### config.mk
export PLATFORM = sky130hd
export DESIGN_NAME = least_used_route_selector
export DESIGN_NICKNAME = d
export VERILOG_FILES = /design/src/rtl/core/lurs_pkg.sv /design/src/rtl/core/lurs_table.sv /design/src/rtl/core/lurs_cmp.sv /design/src/rtl/core/lurs_csr.sv /design/src/rtl/core/least_used_route_selector.sv
export SDC_FILE = /design/constraint.sdc
export NUM_CORES = 1
export LEC_CHECK = 0
export ABC_AREA = 1
export BUFFER_PORTS_ARGS = -buffer_cell sky130_fd_sc_hd__buf_2
export CORE_AREA = 2 2 235 237
export CTS_BUF_LIST = sky130_fd_sc_hd__clkbuf_8
export CTS_CLUSTER_DIAMETER = 200
export DETAILED_ROUTE_END_ITERATION = 12
export DIE_AREA = 0 0 237 239
export PLACE_DENSITY = 0.72
export RECOVER_POWER = 25
export SLEW_MARGIN = 0
export SYNTH_ARGS = -nofsm -noshare
export SYNTH_HDL_FRONTEND = slang
export SYNTH_HIERARCHICAL = 1
export SYNTH_SLANG_ARGS = --single-unit
### constraint.sdc
create_clock -name clock -period 5.58 [get_ports clock]
set_input_delay 0.558 -clock clock [delete_from_list [all_inputs] [get_ports clock]]
set_output_delay 0.558 -clock clock [all_outputs]
set_load 0.1 [all_outputs]
### src/rtl/core/lurs_pkg.sv
// ----------------------------------------------------------------------------
// lurs_pkg
// Types and constants shared by the least-used route selector.
// ----------------------------------------------------------------------------
package lurs_pkg;

   localparam int NUM_ROUTES = 8;
   localparam int KEY_BITS   = 32;
   localparam int IDX_BITS   = (NUM_ROUTES > 1) ? $clog2(NUM_ROUTES) : 1;
   localparam int LIM_BITS   = $clog2(NUM_ROUTES + 1);
   localparam int COUNT_BITS = 32;

   localparam int CSR_ADDR_BITS = 3;
   localparam int CSR_DATA_BITS = 32;
   localparam int RC_BITS       = 4;

   // configuration register indexes
   localparam logic [0:0] REG_ROUTE_COUNT = 1'b0;
   localparam logic [RC_BITS-1:0] ROUTE_COUNT_RESET = RC_BITS'(1);

   // operation codes
   localparam logic [1:0] OP_LOAD   = 2'd0;
   localparam logic [1:0] OP_SELECT = 2'd1;
   localparam logic [1:0] OP_REMOVE = 2'd2;

   typedef struct packed {
      logic [1:0]  operation;
      logic [2:0]  entry_index;
      logic        entry_balanced;
      logic [31:0] flow_key;
      logic        hold_route;
   } req_type;

   typedef struct packed {
      logic [2:0] chosen_index;
      logic       from_balance;
   } rsp_type;

   typedef struct packed {
      logic                  balanced;
      logic [KEY_BITS-1:0]   key;
      logic [COUNT_BITS-1:0] count;
   } entry_type;

   typedef struct packed {
      logic                  load_en;
      logic                  bump_en;
      logic [IDX_BITS-1:0]   idx;
      logic                  balanced;
      logic [KEY_BITS-1:0]   key;
      logic [COUNT_BITS-1:0] count;
   } tbl_wr_type;

   typedef struct packed {
      logic                  hit;
      logic [COUNT_BITS-1:0] count_inc;
   } cmp_out_type;

endpackage

### src/rtl/core/lurs_table.sv
// ----------------------------------------------------------------------------
// lurs_table
// Route entry storage: one write port, one read port.
// ----------------------------------------------------------------------------
module lurs_table import lurs_pkg::*; (
   input  logic                clock,
   input  logic                reset,
   input  tbl_wr_type          wr,
   input  logic [IDX_BITS-1:0] rd_idx,
   output entry_type           rd_entry
);

   entry_type entry_ff [NUM_ROUTES];

   always_ff @(posedge clock) begin
      if (reset) begin
         for (int i = 0; i < NUM_ROUTES; i++) begin
            entry_ff[i] <= '0;
         end
      end else if (wr.load_en) begin
         entry_ff[wr.idx].balanced <= wr.balanced;
         entry_ff[wr.idx].key      <= wr.key;
         entry_ff[wr.idx].count    <= '0;
      end else if (wr.bump_en) begin
         entry_ff[wr.idx].count <= wr.count;
      end
   end

   assign rd_entry = entry_ff[rd_idx];

endmodule

### src/rtl/core/lurs_cmp.sv
// ----------------------------------------------------------------------------
// lurs_cmp
// Shared compare unit: key match, least-count compare, saturating increment.
// ----------------------------------------------------------------------------
module lurs_cmp import lurs_pkg::*; (
   input  entry_type             entry,
   input  logic [KEY_BITS-1:0]   key,
   input  logic                  found,
   input  logic [COUNT_BITS-1:0] best_count,
   output cmp_out_type           result
);

   logic match;

   always_comb begin
      match = entry.balanced && (entry.key == key);
      result.hit = match && (!found || (entry.count < best_count));
      result.count_inc = (&entry.count) ? entry.count : entry.count + 1'b1;
   end

endmodule

### src/rtl/core/lurs_csr.sv
// ----------------------------------------------------------------------------
// lurs_csr
// Configuration register port holding the route count.
// ----------------------------------------------------------------------------
module lurs_csr import lurs_pkg::*; (
   input  logic                     clock,
   input  logic                     reset,
   input  logic                     psel,
   input  logic                     penable,
   input  logic                     pwrite,
   input  logic [CSR_ADDR_BITS-1:0] paddr,
   input  logic [CSR_DATA_BITS-1:0] pwdata,
   output logic [CSR_DATA_BITS-1:0] prdata,
   output logic                     pready,
   output logic [RC_BITS-1:0]       route_count
);

   logic [RC_BITS-1:0] route_count_ff;
   logic               sel_rc;

   assign sel_rc = (paddr[2] == REG_ROUTE_COUNT);

   always_ff @(posedge clock) begin
      if (reset) begin
         route_count_ff <= ROUTE_COUNT_RESET;
      end else if (psel && penable && pwrite && sel_rc) begin
         route_count_ff <= pwdata[RC_BITS-1:0];
      end
   end

   assign prdata      = sel_rc ? CSR_DATA_BITS'(route_count_ff) : '0;
   assign pready      = 1'b1;
   assign route_count = route_count_ff;

endmodule

### src/rtl/core/least_used_route_selector.sv
// ----------------------------------------------------------------------------
// least_used_route_selector
// Route table with least-used selection, hold and remove of the last route.
//
//   channel  direction  handshake             payload
//   req      in         req_valid/req_ready   req_data (req_type)
//   rsp      out        rsp_valid/rsp_ready   rsp_data (rsp_type)
//   csr      in         psel/penable/pwrite   paddr, pwdata, prdata
//
// load, remove and unused codes finish in the transfer cycle itself.
// a select scans min(route_count, NUM_ROUTES) entries one per cycle through
// the shared compare unit, then a bump step writes the count and an output
// step loads the output register; a hold on a remembered route or an empty scan skips the scan.
// synchronous reset clears the table and the remembered route and sets
// route_count to 1.
// a result waiting on rsp_ready holds the sequencer in its output step.
// ----------------------------------------------------------------------------
module least_used_route_selector import lurs_pkg::*; (
   input  logic                     clock,
   input  logic                     reset,
   input  logic                     req_valid,
   output logic                     req_ready,
   input  req_type                  req_data,
   output logic                     rsp_valid,
   input  logic                     rsp_ready,
   output rsp_type                  rsp_data,
   input  logic                     psel,
   input  logic                     penable,
   input  logic                     pwrite,
   input  logic [CSR_ADDR_BITS-1:0] paddr,
   input  logic [CSR_DATA_BITS-1:0] pwdata,
   output logic [CSR_DATA_BITS-1:0] prdata,
   output logic                     pready
);

   localparam logic [1:0] ST_IDLE = 2'd0;
   localparam logic [1:0] ST_SCAN = 2'd1;
   localparam logic [1:0] ST_BUMP = 2'd2;
   localparam logic [1:0] ST_RESP = 2'd3;

   logic [1:0]            state_ff, state_in;
   logic [IDX_BITS-1:0]   scan_ff, scan_in;
   logic [IDX_BITS-1:0]   scan_last_ff, scan_last_in;
   logic [KEY_BITS-1:0]   key_ff, key_in;
   logic                  found_ff, found_in;
   logic [IDX_BITS-1:0]   chosen_ff, chosen_in;
   logic [COUNT_BITS-1:0] best_count_ff, best_count_in;
   logic [IDX_BITS-1:0]   last_index_ff, last_index_in;
   logic                  last_valid_ff, last_valid_in;
   logic                  rsp_valid_ff, rsp_valid_in;
   rsp_type               rsp_data_ff, rsp_data_in;

   logic [RC_BITS-1:0]    route_count;
   logic [LIM_BITS-1:0]   limit;
   logic                  req_xfer;
   tbl_wr_type            tbl_wr;
   logic [IDX_BITS-1:0]   rd_idx;
   entry_type             rd_entry;
   cmp_out_type           cmp;

   lurs_csr u_csr (
      .clock       (clock),
      .reset       (reset),
      .psel        (psel),
      .penable     (penable),
      .pwrite      (pwrite),
      .paddr       (paddr),
      .pwdata      (pwdata),
      .prdata      (prdata),
      .pready      (pready),
      .route_count (route_count)
   );

   lurs_table u_table (
      .clock    (clock),
      .reset    (reset),
      .wr       (tbl_wr),
      .rd_idx   (rd_idx),
      .rd_entry (rd_entry)
   );

   lurs_cmp u_cmp (
      .entry      (rd_entry),
      .key        (key_ff),
      .found      (found_ff),
      .best_count (best_count_ff),
      .result     (cmp)
   );

   assign req_ready = (state_ff == ST_IDLE);
   assign req_xfer  = req_valid && req_ready;
   assign rd_idx    = (state_ff == ST_BUMP) ? chosen_ff : scan_ff;
   assign limit     = (32'(route_count) > NUM_ROUTES) ? LIM_BITS'(NUM_ROUTES)
                                                      : LIM_BITS'(route_count);

   always_comb begin
      state_in      = state_ff;
      scan_in       = scan_ff;
      scan_last_in  = scan_last_ff;
      key_in        = key_ff;
      found_in      = found_ff;
      chosen_in     = chosen_ff;
      best_count_in = best_count_ff;
      last_index_in = last_index_ff;
      last_valid_in = last_valid_ff;
      rsp_valid_in  = rsp_valid_ff && !rsp_ready;
      rsp_data_in   = rsp_data_ff;

      tbl_wr          = '0;
      tbl_wr.idx      = IDX_BITS'(req_data.entry_index);
      tbl_wr.balanced = req_data.entry_balanced;
      tbl_wr.key      = KEY_BITS'(req_data.flow_key);
      tbl_wr.count    = cmp.count_inc;

      case (state_ff)
         ST_IDLE: begin
            if (req_xfer) begin
               case (req_data.operation)
                  OP_LOAD: begin
                     tbl_wr.load_en = (32'(req_data.entry_index) < NUM_ROUTES);
                  end
                  OP_REMOVE: begin
                     if (last_valid_ff &&
                         (32'(last_index_ff) == 32'(req_data.entry_index))) begin
                        last_valid_in = 1'b0;
                     end
                  end
                  OP_SELECT: begin
                     key_in    = KEY_BITS'(req_data.flow_key);
                     scan_in   = '0;
                     found_in  = 1'b0;
                     chosen_in = '0;
                     if (req_data.hold_route && last_valid_ff) begin
                        chosen_in = last_index_ff;
                        found_in  = 1'b1;
                        state_in  = ST_BUMP;
                     end else if (limit == '0) begin
                        state_in = ST_BUMP;
                     end else begin
                        scan_last_in = IDX_BITS'(limit - 1'b1);
                        state_in     = ST_SCAN;
                     end
                  end
                  default: begin
                  end
               endcase
            end
         end
         ST_SCAN: begin
            if (cmp.hit) begin
               found_in      = 1'b1;
               chosen_in     = scan_ff;
               best_count_in = rd_entry.count;
            end
            scan_in = scan_ff + 1'b1;
            if (scan_ff == scan_last_ff) begin
               state_in = ST_BUMP;
            end
         end
         ST_BUMP: begin
            // read-modify-write of the chosen entry's count
            tbl_wr.bump_en = 1'b1;
            tbl_wr.idx     = chosen_ff;
            last_index_in  = chosen_ff;
            last_valid_in  = 1'b1;
            state_in       = ST_RESP;
         end
         ST_RESP: begin
            if (!rsp_valid_ff || rsp_ready) begin
               rsp_valid_in             = 1'b1;
               rsp_data_in.chosen_index = 3'(chosen_ff);
               rsp_data_in.from_balance = found_ff;
               state_in                 = ST_IDLE;
            end
         end
         default: begin
            state_in = ST_IDLE;
         end
      endcase
   end

   always_ff @(posedge clock) begin
      if (reset) begin
         state_ff      <= ST_IDLE;
         last_index_ff <= '0;
         last_valid_ff <= 1'b0;
         rsp_valid_ff  <= 1'b0;
      end else begin
         state_ff      <= state_in;
         last_index_ff <= last_index_in;
         last_valid_ff <= last_valid_in;
         rsp_valid_ff  <= rsp_valid_in;
      end
   end

   always_ff @(posedge clock) begin
      scan_ff       <= scan_in;
      scan_last_ff  <= scan_last_in;
      key_ff        <= key_in;
      found_ff      <= found_in;
      chosen_ff     <= chosen_in;
      best_count_ff <= best_count_in;
      rsp_data_ff   <= rsp_data_in;
   end

   assign rsp_valid = rsp_valid_ff;
   assign rsp_data  = rsp_data_ff;

endmodule

==> flow_summary.ini, run 1 <==
[global_route]
grt_pass1_wl_um = 117000
grt_max_degree = 107
overflow = 0
antenna_found_initial = 0
grt_pass1_vias = 21500
track_usage_pct = 27.0

[sta]
slew_violations = 103
fin_hold_ws_ps = 78.7
rsz0062_at_grt = no
fin_ws_ps = 426
setup_viol = 0
hold_viol_final = 0
fmax_ghz = 0.194
finalCritPeriodShare_pct = 92.4
slew_headroom_pct = -82.1
period_needed_ps = 5150
fin_worst_skew_ps = 32.1
tns_ps = 0
worst_pin_slew_ps = 2730

[place]
pre_cts_slack_ps = 693
place_area_um2 = 31900
dpl.hpwl_um = 41700
io_buffers = 60
place.gp.congestion = 0.880

[min_path]
min_path_cells = 3
holdPathEnd = u_csr/route_count[0]
min_from = pwdata[0]
hold_path.class = input port to flip-flop

[route]
drt_iter0_markers = 2249
postRouteAntennaNets = 0
wire_per_inst_um = 17.0
drc = 0
wl_um = 75900
vias_per_cell = 5.15
drtPass1Iterations = 6
via_count = 23000

[synth]
yosysUniqueCellTypes = 40
yosysTopAreaCell = edfxtp_1
synth_flop_cell = edfxtp_1
synth_cells = 3639
synth-seq-cells = 609
synth_area_leaders = edfxtp_1 (58%), nand2_1 (13%), inv_1 (8.1%)
syn_area_um2 = 31100
yosys-top-cells-count = nand2_1 (1061), inv_1 (670), edfxtp_1 (598)
ys_seq_area_share_pct = 58.5
synth_edf_count = 598
async_reset_ff_share_pct = 0
syn_avg_cell_area_um2 = 8.53
synth_top_area_share_pct = 57.8
yosysWarnings = 6
yosys.cell_count.top_type = nand2_1

[power]
total_leakage_power_nw = 15.4
p_total_w = 0.0162
vdd_ir_drop_max_mv = 0.580
power_density_nw_per_um2 = 483

[setup_path]
cp_max_fo = 34
r2r_start = state_ff[0]
start_kind = flip-flop
worst-path-buf-inv = 3
cp.arrival_ps = 5540
cp_cell_sequence = inv_1 > ha_1 > nand2_1 > o21ai_0 > nor3_1 > nand2_2 > clkbuf_1 > nand2_2 > buf_4
required_ps = 5960
worstReg2RegEnd = u_table/entry_ff[0][40]
cp_slowest_stage_delay_ps = 1930
reg2reg_depth = 9
path_common_cell = nand2_2
slowest_stage = clkbuf_1
end_kind = flip-flop
cp_top_family = buffers and inverters
critPathKind = flip-flop to flip-flop
rrSetupSlack_ps = 430

[clock_network]
cts-root-buf = clkbuf_8
clock_latency_ps = 720
clkTransAtPathRegs_ps = 60
cts_max_level = 3
cts_resized = 0
cts_buffers = 100
clk_path_buf_depth = 3
cts_sinks = 609
tritoncts = done

[outcome]
violations = capacitance limit, slew limit
status = finished, violations left

[floorplanning]
start_util_pct = 57.1
core_area_um2 = 54300
die_w_um = 237
io_pins = 120
die_h_um = 239
row_count = 86
die_area_um2 = 56600

[cells_and_area]
fill_cells = 4617
stdcell_area_um2 = 33600
area_growth_pct = 8.37
drive_gt1_share_pct = 6.96
final_nets = 3812
antenna_cells = 0

[job]
cap_violations = 3
## cells in the final DEF (no fill, tap or decap), types with 7 or more instances in the layout
master            n
xor2_1           11
dfxtp_1          11
buf_12            7
or2_2             8
conb_1           29
o21ai_0          21
xnor2_1          15
nor3_1           28
buf_4            33
inv_1           708
clkbuf_1         44
edfxtp_1        598
nand3_1         298
a21oi_1          26
ha_1             38
buf_2            19
clkinv_1         27
nand2_1        1037
clkbuf_8        102
inv_2            10
nor2_1          576
nor3_2            7
nor2_2           11
nand3_2          10
dlygate4sd3_1     7
nand4_1           9
nand2_2          31
## worst register-to-register path, delay by kind of cell (launching register included)
kind | cells | cell delay (ps)
adders and majority gates | 1 | 510
and+or+nand+nor | 4 | 1130
DFF | 1 | 340
AOI/OAI and AO/OA | 1 | 270
buffers and inverters | 3 | 2570
## flip-flops by register name (all words and copies together), names as in the netlist
name	flops
best_count_ff	32
last_valid_ff	1
rsp_valid	1
last_index_ff	3
scan_ff	3
u_table/entry_ff	520
chosen_ff	3
scan_last_ff	3
state_ff	2
rsp_data	4
u_csr/route_count	4
found_ff	1
key_ff	32
## repair_timing
| item | CTS | global route |
|---|---|---|
| hold buffers | 7 | 0 |
| setup buffers | 0 | 0 |
| endpoints found under the hold margin | 7 | 0 |
## how the worst max path moves through the flow
stage,from,endpoint,slack [ps],depth (start not counted)
6_report,state_ff[0],u_table/entry_ff[0][40],430,9
5_1_grt,state_ff[0],u_table/entry_ff[4][8],300,21
4_1_cts,state_ff[0],u_table/entry_ff[1][8],680,21
3_5_place_dp,state_ff[0],u_table/entry_ff[1][8],690,21
3_3_place_gp,state_ff[0],u_table/entry_ff[3][8],740,21
2_1_floorplan,state_ff[0],key_ff[0],1390,4
## per-stage QoR
step	utilization, %	std cells
2_1_floorplan	-	3666
3_3_place_gp	58.7	4288
3_5_place_dp	58.7	4288
4_1_cts	62.1	4471
5_1_grt	61.9	4471
6_report	61.9	4471
## layout make-up
cell class / instances / area [um2] / area share, %
sequential: 609 / 18200 / 54.0
multi-input combinational: 2189 / 9570 / 28.4
inverter: 683 / 2570 / 7.65
clock buffer: 102 / 1400 / 4.17
tap: 704 / 881 / 2.62
timing repair buffer: 110 / 718 / 2.13
clock inverter: 74 / 323 / 0.959
## cells by family (layout without fill, tap and decap cells)
family / after synthesis / in the layout / synth area share [%]
flip-flops: 609 / 609 / 58.5
buffers and inverters: 868 / 969 / 11.3
other: 2 / 29 / 0.0242
AO/OA/AOI/OAI: 65 / 65 / 1.16
adder cells (fa/ha/maj): 38 / 38 / 1.53
XOR/XNOR: 26 / 26 / 0.733
AND/OR/NAND/NOR: 2031 / 2031 / 26.8
## power breakdown
| group | switching, W | total, W | leakage [nW] | internal (W) |
|---|---|---|---|---|
| clock network | 0.00176 | 0.00345 | 1.01 | 0.00169 |
| logic | 0.00523 | 0.00731 | 8.17 | 0.00208 |
| registers | 0.0000918 | 0.00549 | 6.18 | 0.00540 |
| total | 0.00708 | 0.0162 | 15.4 | 0.00917 |
## metal layers
layer	vias up	part of all wire, %	wire (um)	GRT usage [%]
li1	11300	-	-	-
met1	10500	41	31000	36.8
met2	1047	47	35600	44.3
met3	157	9.5	7190	3.87
met4	0	2.8	2110	10.7
met5	-	0	0	0
Power figures use the tool's default switching activity.
==> run 2, diff against run 1 <==
--- a/config.mk
+++ b/config.mk
@@ -7,12 +7,12 @@
 export LEC_CHECK = 0
 export ABC_AREA = 1
 export BUFFER_PORTS_ARGS = -buffer_cell sky130_fd_sc_hd__buf_2
-export CORE_AREA = 2 2 235 237
+export CORE_AREA = 2 2 280 199
 export CTS_BUF_LIST = sky130_fd_sc_hd__clkbuf_8
 export CTS_CLUSTER_DIAMETER = 200
 export DETAILED_ROUTE_END_ITERATION = 12
-export DIE_AREA = 0 0 237 239
-export PLACE_DENSITY = 0.72
+export DIE_AREA = 0 0 282 201
+export PLACE_DENSITY_LB_ADDON = 0.25
 export RECOVER_POWER = 25
 export SLEW_MARGIN = 0
 export SYNTH_ARGS = -nofsm -noshare
==> flow_summary.ini, run 2 (synthesized netlist as in run 1, its figures left out) <==
[route]
drtPass1Iterations = 6
via_count = 23400
drc = 0
postRouteAntennaNets = 0
wire_per_inst_um = 17.5
drt_iter0_markers = 2806
wl_um = 78800
vias_per_cell = 5.21

[min_path]
min_path_cells = 1
hold_path.class = input port to flip-flop
holdPathEnd = key_ff[0]
min_from = req_data[1]

[place]
dpl.hpwl_um = 44400
place.gp.congestion = 0.941
io_buffers = 60

[clock_network]
cts_setup_buffers = 0
clkTransAtPathRegs_ps = 60
cts_buffers = 95
tritoncts = done
cts_resized = 0
clk_path_buf_depth = 3
cts-root-buf = clkbuf_8
cts_sinks = 609
clock_latency_ps = 710
cts_max_level = 3

[sta]
rsz0062_at_grt = no
fin_worst_skew_ps = 34.0
worst_pin_slew_ps = 2510
slew_violations = 208
hold_viol_final = 0
fmax_ghz = 0.189
setup_viol = 0
finalCritPeriodShare_pct = 94.8
period_needed_ps = 5290
slew_headroom_pct = -67.3
tns_ps = 0

[global_route]
grt_use_met1_pct = 44.0
track_usage_pct = 28.2
busiest_layer = met1
antenna_found_initial = 0
grt_max_degree = 131
grt_pass1_vias = 21500
grt_use_met3_pct = 5.85
grt_pass1_wl_um = 122000
grt_util_met2_pct = 39.9
overflow = 0

[cells_and_area]
final_cell_mix = nand2_1 (1037), inv_1 (706), edfxtp_1 (598), nor2_1 (576), nand3_1 (298)
multi_input_area_um2 = 9570
largest_register_ffs = 520
drive_gt1_share_pct = 7.18
fill_cells = 4624
layout_commonest_cell = nand2_1
regMostFlops = u_table/entry_ff
seq_area_um2 = 18200
reg_top3 = u_table/entry_ff (520), best_count_ff (32), key_ff (32)
antenna_cells = 0
area_growth_pct = 8.26
final_nets = 3810

[floorplanning]
die_w_um = 282
start_util_pct = 57.2
io_pins = 120
die_area_um2 = 56700
die_h_um = 201
core_area_um2 = 54300
row_count = 72

[setup_path]
reg2reg_depth = 10
worstReg2RegEnd = u_table/entry_ff[2][40]
start_kind = flip-flop
setup.worst_path.start = state_ff[0]
r2r_start = state_ff[0]
cp_max_fo = 34
critPathKind = flip-flop to flip-flop
rrSetupSlack_ps = 290
end_kind = flip-flop
required_ps = 5990
cp.arrival_ps = 5700

[power]
p_total_w = 0.0164
total_leakage_power_nw = 15.3
power_density_nw_per_um2 = 488
vdd_ir_drop_max_mv = 0.330

[outcome]
status = finished, violations left
violations = capacitance limit, slew limit

[job]
cap_violations = 6
## run 2: cell types whose count changed in the layout (fill, tap and decap cells not counted), sizes merged
cell,before,now
buf,59,68
clkbuf,146,139
clkinvlp,2,5
dlygate4sd3,7,1
inv,725,720
## run 2: cell type report
cell class                 instances  share of cell area [%]
inverter                         683                    7.66
sequential                       609                    54.1
tap                              740                    2.75
timing repair buffer             113                    2.21
multi-input combinational       2189                    28.5
clock inverter                    72                   0.938
clock buffer                      95                    3.89
## run 2: through the flow
step                      worst slack, ps  instance area [um2]  hold slack, ps  cells  util, %
after floorplan                      1390                31200             426   3666        -
after global placement                696                32100             483   4333     59.0
after detailed placement              623                32100             487   4333     59.0
after CTS                             614                33700           0.766   4501     62.0
after global routing                 83.3                33600            11.3   4501     61.9
final                                 292                33600            45.5   4501     61.9
## run 2: worst max path at each step
stage | end | slack (ps) | cells after the start
global route | u_table/entry_ff[2][46] | 80 | 10
finish | u_table/entry_ff[2][40] | 290 | 10
global placement | best_count_ff[12] | 700 | 22
CTS | best_count_ff[1] | 610 | 24
floorplan | key_ff[0] | 1390 | 4
detailed placement | best_count_ff[11] | 620 | 24
## run 2: metal layers
| metal | up-vias | wire, um |
|---|---|---|
| li1 | 11300 | - |
| met1 | 10800 | 35000 |
| met2 | 1209 | 32900 |
| met3 | 125 | 9300 |
| met4 | 0 | 1510 |
| met5 | - | 0 |
## run 2: worst max-delay path: stages (launching register included)
cell	delay [ps]
dfxtp_1	400
inv_1	80
ha_1	410
nand2_1	250
o21ai_0	260
inv_1	200
nor3_1	90
nand2_2	100
clkbuf_1	1670
nand2_2	1040
buf_4	520
## run 2: where the power goes
part           internal, W  total [W]  switching [W]
Clock              0.00158    0.00333        0.00175
Combinational      0.00212    0.00759        0.00546
Sequential         0.00540    0.00550       0.000102
## run 2: timing repair
item / in CTS / in global routing
endpoints found under the setup margin: 0 / 0
hold endpoints to repair: 1 / 0
hold buffers: 1 / 0
